[src/rtl/arc_pkg.sv]
// Shared types and constants for the ARP resolver cache engine.
package arc_pkg;

  localparam int SLOT_W = 16;

  localparam logic [15:0] HWTYPE_ETH   = 16'h0001;
  localparam logic [15:0] PTYPE_IPV4   = 16'h0800;
  localparam logic [15:0] OP_REQUEST   = 16'h0001;
  localparam logic [15:0] OP_REPLY     = 16'h0002;
  localparam logic [7:0]  MAC_ADDR_LEN = 8'd6;
  localparam logic [7:0]  IPV4_LEN     = 8'd4;

  localparam logic [1:0] IN_RESOLVE = 2'd0;
  localparam logic [1:0] IN_PACKET  = 2'd1;
  localparam logic [1:0] IN_DISC    = 2'd2;

  localparam logic [1:0] RES_REQUEST = 2'd0;
  localparam logic [1:0] RES_REPLY   = 2'd1;
  localparam logic [1:0] RES_ANSWER  = 2'd2;
  localparam logic [1:0] RES_FAIL    = 2'd3;

  localparam logic [1:0] CFG_LOCAL_IP  = 2'd0;
  localparam logic [1:0] CFG_LOCAL_MAC = 2'd1;
  localparam logic [1:0] CFG_HW_TYPE   = 2'd2;
  localparam logic [1:0] CFG_IFINDEX   = 2'd3;

  typedef struct packed {
    logic [31:0]       ip;
    logic [47:0]       mac;
    logic [15:0]       ifx;
    logic              inc;
    logic [SLOT_W-1:0] waiters;
  } entry_t;

  typedef struct packed {
    logic [1:0]  kind;
    logic [3:0]  client;
    logic [47:0] mac;
    logic [31:0] ip;
    logic [15:0] ifx;
    logic        last;
  } res_t;

endpackage

[src/rtl/arc_ram.sv]
// Generic single-write, single-read RAM with registered read data.
module arc_ram #(
  parameter int WIDTH = 8,
  parameter int DEPTH = 32
) (
  input  logic                     clk,
  input  logic                     we,
  input  logic [$clog2(DEPTH)-1:0] waddr,
  input  logic [WIDTH-1:0]         wdata,
  input  logic [$clog2(DEPTH)-1:0] raddr,
  output logic [WIDTH-1:0]         rdata
);

  logic [WIDTH-1:0] mem [DEPTH];

  always_ff @(posedge clk) begin
    if (we) begin
      mem[waddr] <= wdata;
    end
    rdata <= mem[raddr];
  end

endmodule

[src/rtl/arc_oreg.sv]
// Output register stage for result items.
module arc_oreg
  import arc_pkg::*;
(
  input  logic        clk,
  input  logic        rst_n,
  input  logic        emit_vld,
  input  res_t        emit,
  output logic        ok,
  input  logic        out_stall,
  output logic        out_valid,
  output logic [1:0]  out_kind,
  output logic [3:0]  out_client,
  output logic [47:0] out_peer_mac,
  output logic [31:0] out_peer_ip,
  output logic [15:0] out_ifindex,
  output logic        out_last
);

  logic vld_r, vld_nxt;
  res_t res_r;

  assign ok = !vld_r || !out_stall;
  assign vld_nxt = emit_vld ? 1'b1 : (vld_r && out_stall);

  always_ff @(posedge clk) begin
    if (!rst_n) begin
      vld_r <= 1'b0;
    end else begin
      vld_r <= vld_nxt;
    end
  end

  always_ff @(posedge clk) begin
    if (emit_vld) begin
      res_r <= emit;
    end
  end

  assign out_valid    = vld_r;
  assign out_kind     = res_r.kind;
  assign out_client   = res_r.client;
  assign out_peer_mac = res_r.mac;
  assign out_peer_ip  = res_r.ip;
  assign out_ifindex  = res_r.ifx;
  assign out_last     = res_r.last;

endmodule

[src/rtl/arp_resolver_cache_engine_unit.sv]
// Top level: ARP resolver with IPv4-to-MAC cache held in one RAM.
//
//  channel | ports                          | handshake
//  --------+--------------------------------+--------------------------
//  in      | in_kind .. in_rx_ifindex       | in_valid / in_stall
//  out     | out_kind .. out_last           | out_valid / out_stall
//  cfg     | cfg_idx, cfg_data              | cfg_we, no wait
//
// An item scans the filled part of the cache entry by entry (RAM read, compare), stopping
// at the first hit, then takes an action step and a drain step per answered waiter.
// A disconnect sweeps all filled entries. One item is in work at a time.
// Reset clears only the fill count and control; entries are allocated in order, never freed.
// Output stalls hold the sequencer in the action or drain step.
module arp_resolver_cache_engine_unit
  import arc_pkg::*;
#(
  parameter int CACHE_ENTRIES = 32,
  parameter int MAX_CLIENTS   = 16
) (
  input  logic        clk,
  input  logic        rst_n,
  input  logic        in_valid,
  output logic        in_stall,
  input  logic [1:0]  in_kind,
  input  logic [3:0]  in_client_id,
  input  logic [15:0] in_oper,
  input  logic [15:0] in_hw_type,
  input  logic [15:0] in_proto_type,
  input  logic [7:0]  in_hw_len,
  input  logic [7:0]  in_proto_len,
  input  logic [47:0] in_sender_mac,
  input  logic [31:0] in_sender_ip,
  input  logic [47:0] in_target_mac,
  input  logic [31:0] in_target_ip,
  input  logic [15:0] in_rx_ifindex,
  output logic        out_valid,
  input  logic        out_stall,
  output logic [1:0]  out_kind,
  output logic [3:0]  out_client,
  output logic [47:0] out_peer_mac,
  output logic [31:0] out_peer_ip,
  output logic [15:0] out_ifindex,
  output logic        out_last,
  input  logic        cfg_we,
  input  logic [1:0]  cfg_idx,
  input  logic [47:0] cfg_data
);

  localparam int IDXW = $clog2(CACHE_ENTRIES);
  localparam int CNTW = $clog2(CACHE_ENTRIES + 1);
  localparam logic [CNTW-1:0] FULL = CNTW'(CACHE_ENTRIES);

  typedef enum logic [4:0] {
    S_IDLE  = 5'b00001,
    S_RD    = 5'b00010,
    S_CMP   = 5'b00100,
    S_ACT   = 5'b01000,
    S_DRAIN = 5'b10000
  } state_t;

  // configuration
  logic [31:0] lip_r;
  logic [47:0] lmac_r;
  logic [15:0] lhw_r;
  logic [15:0] lifx_r;

  always_ff @(posedge clk) begin
    if (!rst_n) begin
      lip_r  <= '0;
      lmac_r <= '0;
      lhw_r  <= HWTYPE_ETH;
      lifx_r <= '0;
    end else if (cfg_we) begin
      case (cfg_idx)
        CFG_LOCAL_IP:  lip_r  <= cfg_data[31:0];
        CFG_LOCAL_MAC: lmac_r <= cfg_data;
        CFG_HW_TYPE:   lhw_r  <= cfg_data[15:0];
        CFG_IFINDEX:   lifx_r <= cfg_data[15:0];
        default: ;
      endcase
    end
  end

  state_t          state_r, state_nxt;
  logic [CNTW-1:0] fill_r, fill_nxt;
  logic [IDXW-1:0] idx_r, idx_nxt;
  logic            hit_r, hit_nxt;
  entry_t          ent_r, ent_nxt;
  logic [SLOT_W-1:0] wt_r, wt_nxt;

  // latched item
  logic [1:0]  kind_r;
  logic [3:0]  client_r;
  logic [47:0] smac_r;
  logic [31:0] sip_r, tip_r, key_r;
  logic [15:0] rifx_r;
  logic        req_r, local_r, bad_r;

  logic        ram_we;
  logic [IDXW-1:0] ram_waddr;
  entry_t      ram_wdata, ram_q;

  logic        emit_vld, out_ok;
  res_t        emit;

  logic        accept, req_ok, rep_ok, client_ok, full, last_idx;
  logic [SLOT_W-1:0] wbit, low_bit;
  logic [3:0]  low_idx;

  assign accept    = in_valid && !in_stall;
  assign in_stall  = state_r != S_IDLE;
  assign client_ok = 32'(in_client_id) < MAX_CLIENTS;
  assign req_ok = in_oper == OP_REQUEST && in_hw_type == HWTYPE_ETH &&
                  in_hw_len == MAC_ADDR_LEN && in_proto_len == IPV4_LEN &&
                  in_proto_type == PTYPE_IPV4;
  assign rep_ok = in_oper == OP_REPLY && in_hw_type == lhw_r &&
                  in_proto_type == PTYPE_IPV4 && in_proto_len == IPV4_LEN &&
                  in_hw_len == MAC_ADDR_LEN && in_target_ip == lip_r &&
                  in_target_mac == lmac_r;
  assign full     = fill_r == FULL;
  assign last_idx = (CNTW'(idx_r) + CNTW'(1)) == fill_r;
  assign wbit     = SLOT_W'(1) << client_r;

  always_ff @(posedge clk) begin
    if (accept) begin
      kind_r   <= in_kind;
      client_r <= in_client_id;
      smac_r   <= in_sender_mac;
      sip_r    <= in_sender_ip;
      tip_r    <= in_target_ip;
      rifx_r   <= in_rx_ifindex;
      key_r    <= (in_kind == IN_RESOLVE) ? in_target_ip : in_sender_ip;
      req_r    <= in_oper == OP_REQUEST;
      local_r  <= in_target_ip == lip_r;
      bad_r    <= !client_ok;
    end
  end

  // lowest waiting client
  always_comb begin
    low_idx = '0;
    for (int c = SLOT_W - 1; c >= 0; c--) begin
      if (wt_r[c]) begin
        low_idx = 4'(c);
      end
    end
    low_bit = SLOT_W'(1) << low_idx;
  end

  always_comb begin
    state_nxt = state_r;
    fill_nxt  = fill_r;
    idx_nxt   = idx_r;
    hit_nxt   = hit_r;
    ent_nxt   = ent_r;
    wt_nxt    = wt_r;
    ram_we    = 1'b0;
    ram_waddr = idx_r;
    ram_wdata = ram_q;
    emit_vld  = 1'b0;
    emit      = '0;
    case (state_r)
      S_IDLE: begin
        idx_nxt = '0;
        hit_nxt = 1'b0;
        if (accept) begin
          case (in_kind)
            IN_RESOLVE: begin
              if (!client_ok || fill_r == '0) state_nxt = S_ACT;
              else state_nxt = S_RD;
            end
            IN_PACKET: begin
              if (req_ok || rep_ok) state_nxt = (fill_r == '0) ? S_ACT : S_RD;
            end
            IN_DISC: begin
              if (client_ok && fill_r != '0) state_nxt = S_RD;
            end
            default: ;
          endcase
        end
      end
      S_RD: state_nxt = S_CMP;
      S_CMP: begin
        if (kind_r == IN_DISC) begin
          ram_we = 1'b1;
          ram_wdata.waiters = ram_q.waiters & ~wbit;
          if (last_idx) begin
            state_nxt = S_IDLE;
          end else begin
            idx_nxt   = idx_r + IDXW'(1);
            state_nxt = S_RD;
          end
        end else if (ram_q.ip == key_r) begin
          hit_nxt   = 1'b1;
          ent_nxt   = ram_q;
          state_nxt = S_ACT;
        end else if (last_idx) begin
          state_nxt = S_ACT;
        end else begin
          idx_nxt   = idx_r + IDXW'(1);
          state_nxt = S_RD;
        end
      end
      S_ACT: begin
        if (out_ok) begin
          state_nxt = S_IDLE;
          ram_wdata = ent_r;
          if (bad_r && kind_r == IN_RESOLVE) begin
            emit_vld = 1'b1;
            emit     = '{RES_FAIL, client_r, 48'd0, tip_r, 16'd0, 1'b1};
          end else if (kind_r == IN_RESOLVE) begin
            if (hit_r && ent_r.inc) begin
              ram_we = 1'b1;
              ram_wdata.waiters = ent_r.waiters | wbit;
            end else if (hit_r) begin
              emit_vld = 1'b1;
              emit     = '{RES_ANSWER, client_r, ent_r.mac, ent_r.ip, ent_r.ifx, 1'b1};
            end else if (full) begin
              emit_vld = 1'b1;
              emit     = '{RES_FAIL, client_r, 48'd0, tip_r, 16'd0, 1'b1};
            end else begin
              ram_we    = 1'b1;
              ram_waddr = fill_r[IDXW-1:0];
              ram_wdata = '{tip_r, 48'd0, 16'd0, 1'b1, wbit};
              fill_nxt  = fill_r + CNTW'(1);
              emit_vld  = 1'b1;
              emit      = '{RES_REQUEST, 4'd0, 48'd0, tip_r, lifx_r, 1'b1};
            end
          end else if (req_r && !local_r) begin
            if (hit_r && !ent_r.inc) begin
              ram_we = 1'b1;
              ram_wdata.mac = smac_r;
            end
          end else begin
            // local request or validated reply
            if (req_r) begin
              emit_vld = 1'b1;
              emit     = '{RES_REPLY, 4'd0, smac_r, sip_r, rifx_r,
                           !(hit_r && ent_r.inc && ent_r.waiters != '0)};
            end
            if (hit_r && (req_r || ent_r.inc)) begin
              ram_we = 1'b1;
              ram_wdata.mac = smac_r;
              ram_wdata.ifx = rifx_r;
              if (ent_r.inc) begin
                ram_wdata.inc     = 1'b0;
                ram_wdata.waiters = '0;
                ent_nxt.mac = smac_r;
                ent_nxt.ifx = rifx_r;
                wt_nxt      = ent_r.waiters;
                if (ent_r.waiters != '0) state_nxt = S_DRAIN;
              end
            end else if (!hit_r && req_r && !full) begin
              ram_we    = 1'b1;
              ram_waddr = fill_r[IDXW-1:0];
              ram_wdata = '{sip_r, smac_r, rifx_r, 1'b0, SLOT_W'(0)};
              fill_nxt  = fill_r + CNTW'(1);
            end
          end
        end
      end
      S_DRAIN: begin
        if (out_ok) begin
          emit_vld = 1'b1;
          emit     = '{RES_ANSWER, low_idx, ent_r.mac, ent_r.ip, ent_r.ifx,
                       (wt_r & ~low_bit) == '0};
          wt_nxt   = wt_r & ~low_bit;
          if ((wt_r & ~low_bit) == '0) state_nxt = S_IDLE;
        end
      end
      default: state_nxt = S_IDLE;
    endcase
  end

  always_ff @(posedge clk) begin
    if (!rst_n) begin
      state_r <= S_IDLE;
      fill_r  <= '0;
    end else begin
      state_r <= state_nxt;
      fill_r  <= fill_nxt;
    end
  end

  always_ff @(posedge clk) begin
    idx_r <= idx_nxt;
    hit_r <= hit_nxt;
    ent_r <= ent_nxt;
    wt_r  <= wt_nxt;
  end

  arc_ram #(
    .WIDTH($bits(entry_t)),
    .DEPTH(CACHE_ENTRIES)
  ) u_ram (
    .clk   (clk),
    .we    (ram_we),
    .waddr (ram_waddr),
    .wdata (ram_wdata),
    .raddr (idx_r),
    .rdata (ram_q)
  );

  arc_oreg u_oreg (
    .clk          (clk),
    .rst_n        (rst_n),
    .emit_vld     (emit_vld),
    .emit         (emit),
    .ok           (out_ok),
    .out_stall    (out_stall),
    .out_valid    (out_valid),
    .out_kind     (out_kind),
    .out_client   (out_client),
    .out_peer_mac (out_peer_mac),
    .out_peer_ip  (out_peer_ip),
    .out_ifindex  (out_ifindex),
    .out_last     (out_last)
  );

  a_fill_range: assert property (@(posedge clk) disable iff (!rst_n)
    fill_r <= FULL) else $error("fill count beyond cache size");

  a_emit_slot: assert property (@(posedge clk) disable iff (!rst_n)
    emit_vld |-> out_ok) else $error("result emitted into occupied output register");

  a_write_addr: assert property (@(posedge clk) disable iff (!rst_n)
    ram_we |-> CNTW'(ram_waddr) <= fill_r) else $error("write beyond filled entries");

  a_alloc_full: assert property (@(posedge clk) disable iff (!rst_n)
    fill_nxt != fill_r |-> !full) else $error("allocation with full cache");

  a_reset_out: assert property (@(posedge clk)
    !rst_n |=> !out_valid) else $error("output valid after reset");

endmodule
[config.mk]
export PLATFORM = sky130hd
export DESIGN_NAME = arp_resolver_cache_engine_unit
export DESIGN_NICKNAME = d
export VERILOG_FILES = /design/src/rtl/arc_pkg.sv /design/src/rtl/arc_ram.sv /design/src/rtl/arc_oreg.sv /design/src/rtl/arp_resolver_cache_engine_unit.sv
export SDC_FILE = /design/constraint.sdc
export NUM_CORES = 2
export LEC_CHECK = 0
export BUFFER_PORTS_ARGS = -buffer_cell sky130_fd_sc_hd__buf_2
export CORE_MARGIN = 2
export CORE_UTILIZATION = 61
export CTS_BUF_LIST = sky130_fd_sc_hd__clkbuf_16
export CTS_CLUSTER_DIAMETER = 60
export DETAILED_ROUTE_END_ITERATION = 8
export PLACE_DENSITY_LB_ADDON = 0.08
export SYNTH_ARGS = -nofsm -noshare
export SYNTH_HDL_FRONTEND = slang
export SYNTH_SLANG_ARGS = --single-unit
[constraint.sdc]
create_clock -name clk -period 20.7 [get_ports clk]
set_input_delay 1.035 -clock clk [delete_from_list [all_inputs] [get_ports clk]]
set_output_delay 1.035 -clock clk [all_outputs]
set_load 0.02 [all_outputs]
Word level (Yosys, flattened, before mapping)
Memories as Yosys holds them, arrays and structs flattened. A register that Yosys moved wholly into a read port is not among the register bits.
Cells that the tools add are included.
{ "op_classes": {"bitwise_logic": 6, "n_reduce_logical": 52, "n_shift": 2, "n_mux": 120, "n_addsub": 3, "n_eq_ne": 43} }
{ "op_table": {"columns": ["cell", "n"], "rows": [
  ["2-to-1 mux 103 bit", 6],
  ["2-to-1 mux 113 bit", 5],
  ["2-to-1 mux 64 bit", 5],
  ["2-to-1 mux 81 bit", 3],
  ["case mux 103 bit (2 select lines)", 1],
  ["2-to-1 mux 102 bit", 2],
  ["2-to-1 mux 97 bit", 2],
  ["2-to-1 mux 16 bit", 9],
  ["case mux 64 bit (2 select lines)", 1],
  ["2-to-1 mux 5 bit", 25],
  ["2-to-1 mux 32 bit", 3],
  ["2-to-1 mux 48 bit", 2],
  ["2-to-1 mux 4 bit", 18],
  ["equality test 32 bit", 2],
  ["case mux 16 bit (2 select lines)", 2],
  ["equality test 48 bit", 1],
  ["2-to-1 mux 6 bit", 7],
  ["2-to-1 mux 33 bit", 1],
  ["bitwise AND 16 bit", 2],
  ["equality test 16 x 1 -> 1 bit (second input constant)", 2],
  ["inverter 16 bit", 2],
  ["<< shifter 1 x 4 -> 16 bit (first input constant)", 2],
  ["inequality test 2 bit (second input constant)", 15],
  ["case mux 5 bit (5 select lines)", 1],
  ["39 further kinds", 107]
]} }
{ "word_totals": {"output_inout_bits": 105, "elab_cells": 257, "ramBits": 3616, "reg_bits": 530, "n_memories": 1} }
{ "mem_list": {"columns": ["memory", "depth", "word_bits", "read_ports", "rd_clocked_by_memory_dff", "write_ports", "line", "source"], "rows": [
  ["u_ram.mem", 32, 113, 1, 1, 1, "arc_ram.sv:14", "logic [WIDTH-1:0] mem [DEPTH];"]
]} }

Logic depth before layout (Yosys ltp)
{ "depth": {"ltp_word": 23, "ltp_mapped": 13, "mapped_depth_nobuf": 9} }

By module
From an unflattened synthesis, not the netlist that was laid out.
{ "hier_totals": {"hier_cells": 9081, "area_unflattened_um2": 164814.3} }
{ "by_module_without_submodules": {"columns": ["module", "area_per_inst_um2", "cells_per_inst", "n_inst"], "rows": [
  ["arc_ram", 139413.7, 6580, 1],
  ["arp_resolver_cache_engine_unit", 22272.6, 2394, 1],
  ["arc_oreg", 3128.0, 107, 1]
]} }

Worst setup path after synthesis
No wires, ideal clock.
{ "synth_timing": {"path_type": "input to register", "start": "input port out_stall", "end": "register u_oreg.res_r (netlist bit u_oreg.out_client[0]) (enable)", "setup_ps": 709, "t_required_ps": 19991, "stages": 5, "path_slack_ps": 11073, "arrival_time_ps": 8917, "path_cell_list": "nand2_1 nand3_1 buf_2 clkbuf_1 o21ai_0"} }
{ "synth_via": {"elab_chain_cells": 4, "word_cells_on_any_way": 5} }
{ "synth_lines": {"columns": ["element", "line", "source"], "rows": [
  ["start, declared", "arp_resolver_cache_engine_unit.sv:37", "input logic out_stall,"],
  ["zero test 1 bit (*)", "arc_oreg.sv:23", "assign ok = !vld_r || !out_stall;"],
  ["logical OR 1 bit (*)", "arc_oreg.sv:23", null],
  ["2-to-1 mux 1 bit, on equally long branches", "arp_resolver_cache_engine_unit.sv:263, arp_resolver_cache_engine_unit.sv:205", null],
  ["case mux 1 bit (2 select lines) (*)", "arp_resolver_cache_engine_unit.sv:162", "case (state_r)"],
  ["named net emit_vld", "arp_resolver_cache_engine_unit.sv:103", "logic emit_vld, out_ok;"],
  ["end signal, assigned", "arc_oreg.sv:36", "res_r <= emit;"],
  ["end, declared", "arc_oreg.sv:21", "res_t res_r;"]
]} }
The timed path passes the listed nets; every way through them passes the cells marked *.
A chain may end at the register's enable or synchronous reset.

Final worst setup path
{ "layout_timing": {"start": "register state_r[4]", "end": "memory u_ram.mem[28][48] in the netlist's numbering (enable)"} }
{ "layout_via": {"elab_chain_cells": 4, "word_cells_on_any_way": 6} }
{ "layout_lines": {"columns": ["element", "line", "source"], "rows": [
  ["start, declared", "arp_resolver_cache_engine_unit.sv:84", "state_t state_r, state_nxt;"],
  ["start signal, assigned", "arp_resolver_cache_engine_unit.sv:280", "state_r <= state_nxt;"],
  ["equality test 5 x 4 -> 1 bit / equality test 5 x 3 -> 1 bit (equally long branches)", "arp_resolver_cache_engine_unit.sv:162", null],
  ["case mux 1 bit (2 select lines)", "arp_resolver_cache_engine_unit.sv:162", null],
  ["2-to-1 mux 1 bit", "arc_ram.sv:17", "if (we) begin"],
  ["2-to-1 mux 1 bit (implied by the code)", "arc_ram.sv:18", "mem[waddr] <= wdata;"],
  ["end, declared", "arc_ram.sv:14", null]
]} }
Several ways; a longest one is shown, not always the timed one.

==> impl_metrics.py <==
metrics = {
    "timing": {
        "fin_crit_sh": 0.299,
        "fmax_mhz": 161,
        "fin_tns_setup_ns": 0,
        "hold_ws_ns": 0.250,
        "relSlewSlack": 0.0762,
        "setup_viol": 0,
        "finClkSkew_ns": 0.0444,
        "maxSlewViolCount": 0,
        "hold_violations": 0,
        "rsz0062_at_grt": "false",
        "fin_crit_ns": 6.20,
        "tightest_slew_ns": 1.38,
    },
    "critical_path": {
        "rr_worst_depth": 12,
        "crit_path_max_fanout": 43,
        "critPathLaunch": "state_r[4]",
        "cp_data_required_time_ns": 21.26,
        "start_kind": "flop",
        "reg2reg_from": "state_r[4]",
        "ff2ff_setup_slack_ns": 14.50,
        "crit_end": "u_ram.mem[28][48]",
        "r2r-end": "u_ram.mem[28][48]",
        "crit_path_end_kind": "flop",
        "path_class": "flop to flop",
        "critPathArrivalTime_ns": 6.76,
    },
    "cts": {
        "clock-sinks": 4259,
        "cts_tree": "done",
        "h-tree-depth": 5,
        "clk_path_buf_depth": 4,
        "clk_pin_slew_ns": 0.06,
        "clock_latency_ns": 0.96,
        "cts-root-buf": "clkbuf_16",
        "post-cts-setup-buffer-count": 0,
        "cts_made_buffers": 419,
        "hold_buffers": 0,
        "cts_resized": 0,
    },
    "yosys": {
        "synth.distinct_cells": 77,
        "yosys.cell_count.top_type": "edfxtp_1",
        "synthCells": 7755,
        "synth_area_per_cell_um2": 21.2,
        "yosys-top-cells-area": "edfxtp_1 74%, mux4_2 16%, dfxtp_1 2.9%, nand2_1 1.2%, mux2_2 0.99%",
        "synth_commonest_cells": "4022 x edfxtp_1, 1130 x mux4_2, 546 x nand2_1",
        "synth_seq_cells": 4259,
        "syn_area_mm2": 0.164,
        "synth_top_cell_by_area": "edfxtp_1",
        "async_flop_share": 0,
        "yosysSeqAreaShare": 0.765,
        "synth_nets": 8059,
        "synth_edf_count": 4022,
        "ys.flop_type": "edfxtp_1",
        "synth_top_area_share": 0.736,
        "yosysWarnings": 0,
    },
    "status": {
        "outcome": "finished, final reports clean",
    },
    "pwr": {
        "power_density_mw_per_mm2": 109,
        "ir_drop_mv": 0.0774,
        "p_leak_nw": 58.4,
    },
    "detailed_routing": {
        "wire_per_inst_um": 35.6,
        "ant_nets": 0,
        "drt_iter0_markers": 11696,
        "drc_errors": 0,
        "vias": 84628,
        "vias_per_cell": 6.87,
        "dr.pass1.iters": 7,
        "totalWireLength_mm": 439,
    },
    "global_routing": {
        "grt_antenna_before_repair": 31,
        "globalRoute.totalOverflow": 0,
        "grt_max_degree": 153,
        "grt_util_all_layers": 0.322,
        "grt_first_pass_wirelength_mm": 619,
        "grt_pass1_vias": 82900,
    },
    "floorplanning": {
        "fp-row-count": 190,
        "io_pins": 406,
        "die_x_um": 523,
        "die-area_mm2": 0.273,
        "initial_core_util": 0.613,
        "core_mm2": 0.268,
        "die_h_um": 523,
    },
    "flow_run": {
        "maxCapViolCount": 0,
    },
    "finish": {
        "drive_above_1_share": 0.307,
        "areaGrowthSynthToFinish_pct": 12.9,
        "final_nets": 8699,
    },
    "place": {
        "place.gp.congestion": 0.899,
        "post-dp-hpwl_mm": 243,
        "io_buffers": 405,
    },
    "min_path": {
        "holdPathStages": 1,
        "hold_path_class": "input port to flop",
    },
}
-- state kept, by name, summed over array words and instances (netlist names), 6 cells and up --
signal / cells
ent_r: 113
fill_r: 6
key_r: 32
lhw_r: 16
lifx_r: 16
lip_r: 32
lmac_r: 48
rifx_r: 16
sip_r: 32
smac_r: 48
tip_r: 32
u_oreg.out_ifindex: 16
u_oreg.out_peer_ip: 32
u_oreg.out_peer_mac: 48
u_ram.mem: 3616
u_ram.rdata: 113
wt_r: 16
-- report_power, final --
group          switching [mW]  total (mW)  internal (mW)
Clock                    3.25        7.48           4.23
Combinational            1.49        2.30          0.806
Sequential              0.165        10.3           10.2
Total                    4.91        20.1           15.2
-- area by class of cell --
type                            instances  area, µm²
Antenna cell                           10       25.0
Clock buffer                          426      10700
Clock inverter                        354       2900
Fill cell                           16357      82500
Inverter                               12       46.3
Multi-Input combinational cell       3039      37600
Sequential cell                      4259     126000
Tap cell                             3552       4440
Timing Repair Buffer                  664       4180
-- how the worst min path moves through the flow --
stage | startpoint | endpoint
3_3_place_gp | u_ram.rdata[6] | ent_r[6]
3_5_place_dp | u_ram.rdata[9] | ent_r[9]
2_1_floorplan | u_ram.rdata[0] | ent_r[0]
4_1_cts | in_rx_ifindex[6] | rifx_r[6]
5_1_grt | in_rx_ifindex[6] | rifx_r[6]
6_report | in_rx_ifindex[6] | rifx_r[6]
-- logic make-up after synthesis --
group,after synthesis,synth area share
DFF,4259,0.765
muxes,1297,0.166
and+or+nand+nor,1011,0.0266
AOI/OAI and AO/OA,584,0.0232
buffers and inverters,457,0.0114
xor gates and xnor gates,144,0.00768
adders and majority gates,3,0.000229
-- stage by stage --
stage	std cells	utilization	cell area (µm²)	worst slack, ns	power [mW]
floorplan	7755	-	164000	11.07	11.8
detailed placement	11526	0.641	172000	14.58	12.8
finish	12316	0.692	185000	14.50	20.1
global route	12311	0.692	185000	14.16	20.7
global placement	11526	0.641	172000	14.58	12.7
CTS	12306	0.692	185000	14.52	20.2
-- critical path, cell delays in order (launching register included) --
cell and delay, ns:
dfxtp_1 0.35, nor3_1 0.71, nand2_1 0.77, inv_1 0.40
nand2_1 0.11, o31a_1 0.11, o32ai_1 0.43, o21ai_1 0.20
buf_4 0.27, nor2_4 0.11, buf_4 0.52, buf_4 0.80
buf_4 0.92
-- per-layer routing --
| layer | global-route usage | wire [µm] | share of wire |
|---|---|---|---|
| met1 | 0.474 | 170000 | 0.39 |
| met2 | 0.487 | 204000 | 0.46 |
| met3 | 0.0779 | 50300 | 0.11 |
| met4 | 0.102 | 14500 | 0.033 |
| met5 | 0 | 157 | 0.00036 |
-- cells in the final DEF (no fill, tap or decap), types with 10 or more instances in the layout --
cell type / n
mux2_2: 145
nand2_1: 543
clkinv_2: 91
nor2_4: 39
a221oi_1: 62
nor2_1: 169
inv_1: 106
diode_2: 10
o21ai_2: 26
buf_4: 242
buf_12: 17
a22oi_1: 30
nand4_1: 23
nor2b_1: 11
mux2i_1: 22
clkinv_1: 71
a222oi_1: 31
mux4_2: 1130
o21ai_1: 10
clkbuf_16: 426
a21oi_1: 184
buf_2: 405
clkinvlp_4: 19
dfxtp_1: 237
xor2_1: 96
nand3_1: 94
bufinv_16: 39
edfxtp_1: 4022
nor4_1: 42
o21ai_0: 101
a22o_1: 52
nor3_1: 20
xnor2_1: 48
(Power assumes the default switching activity.)
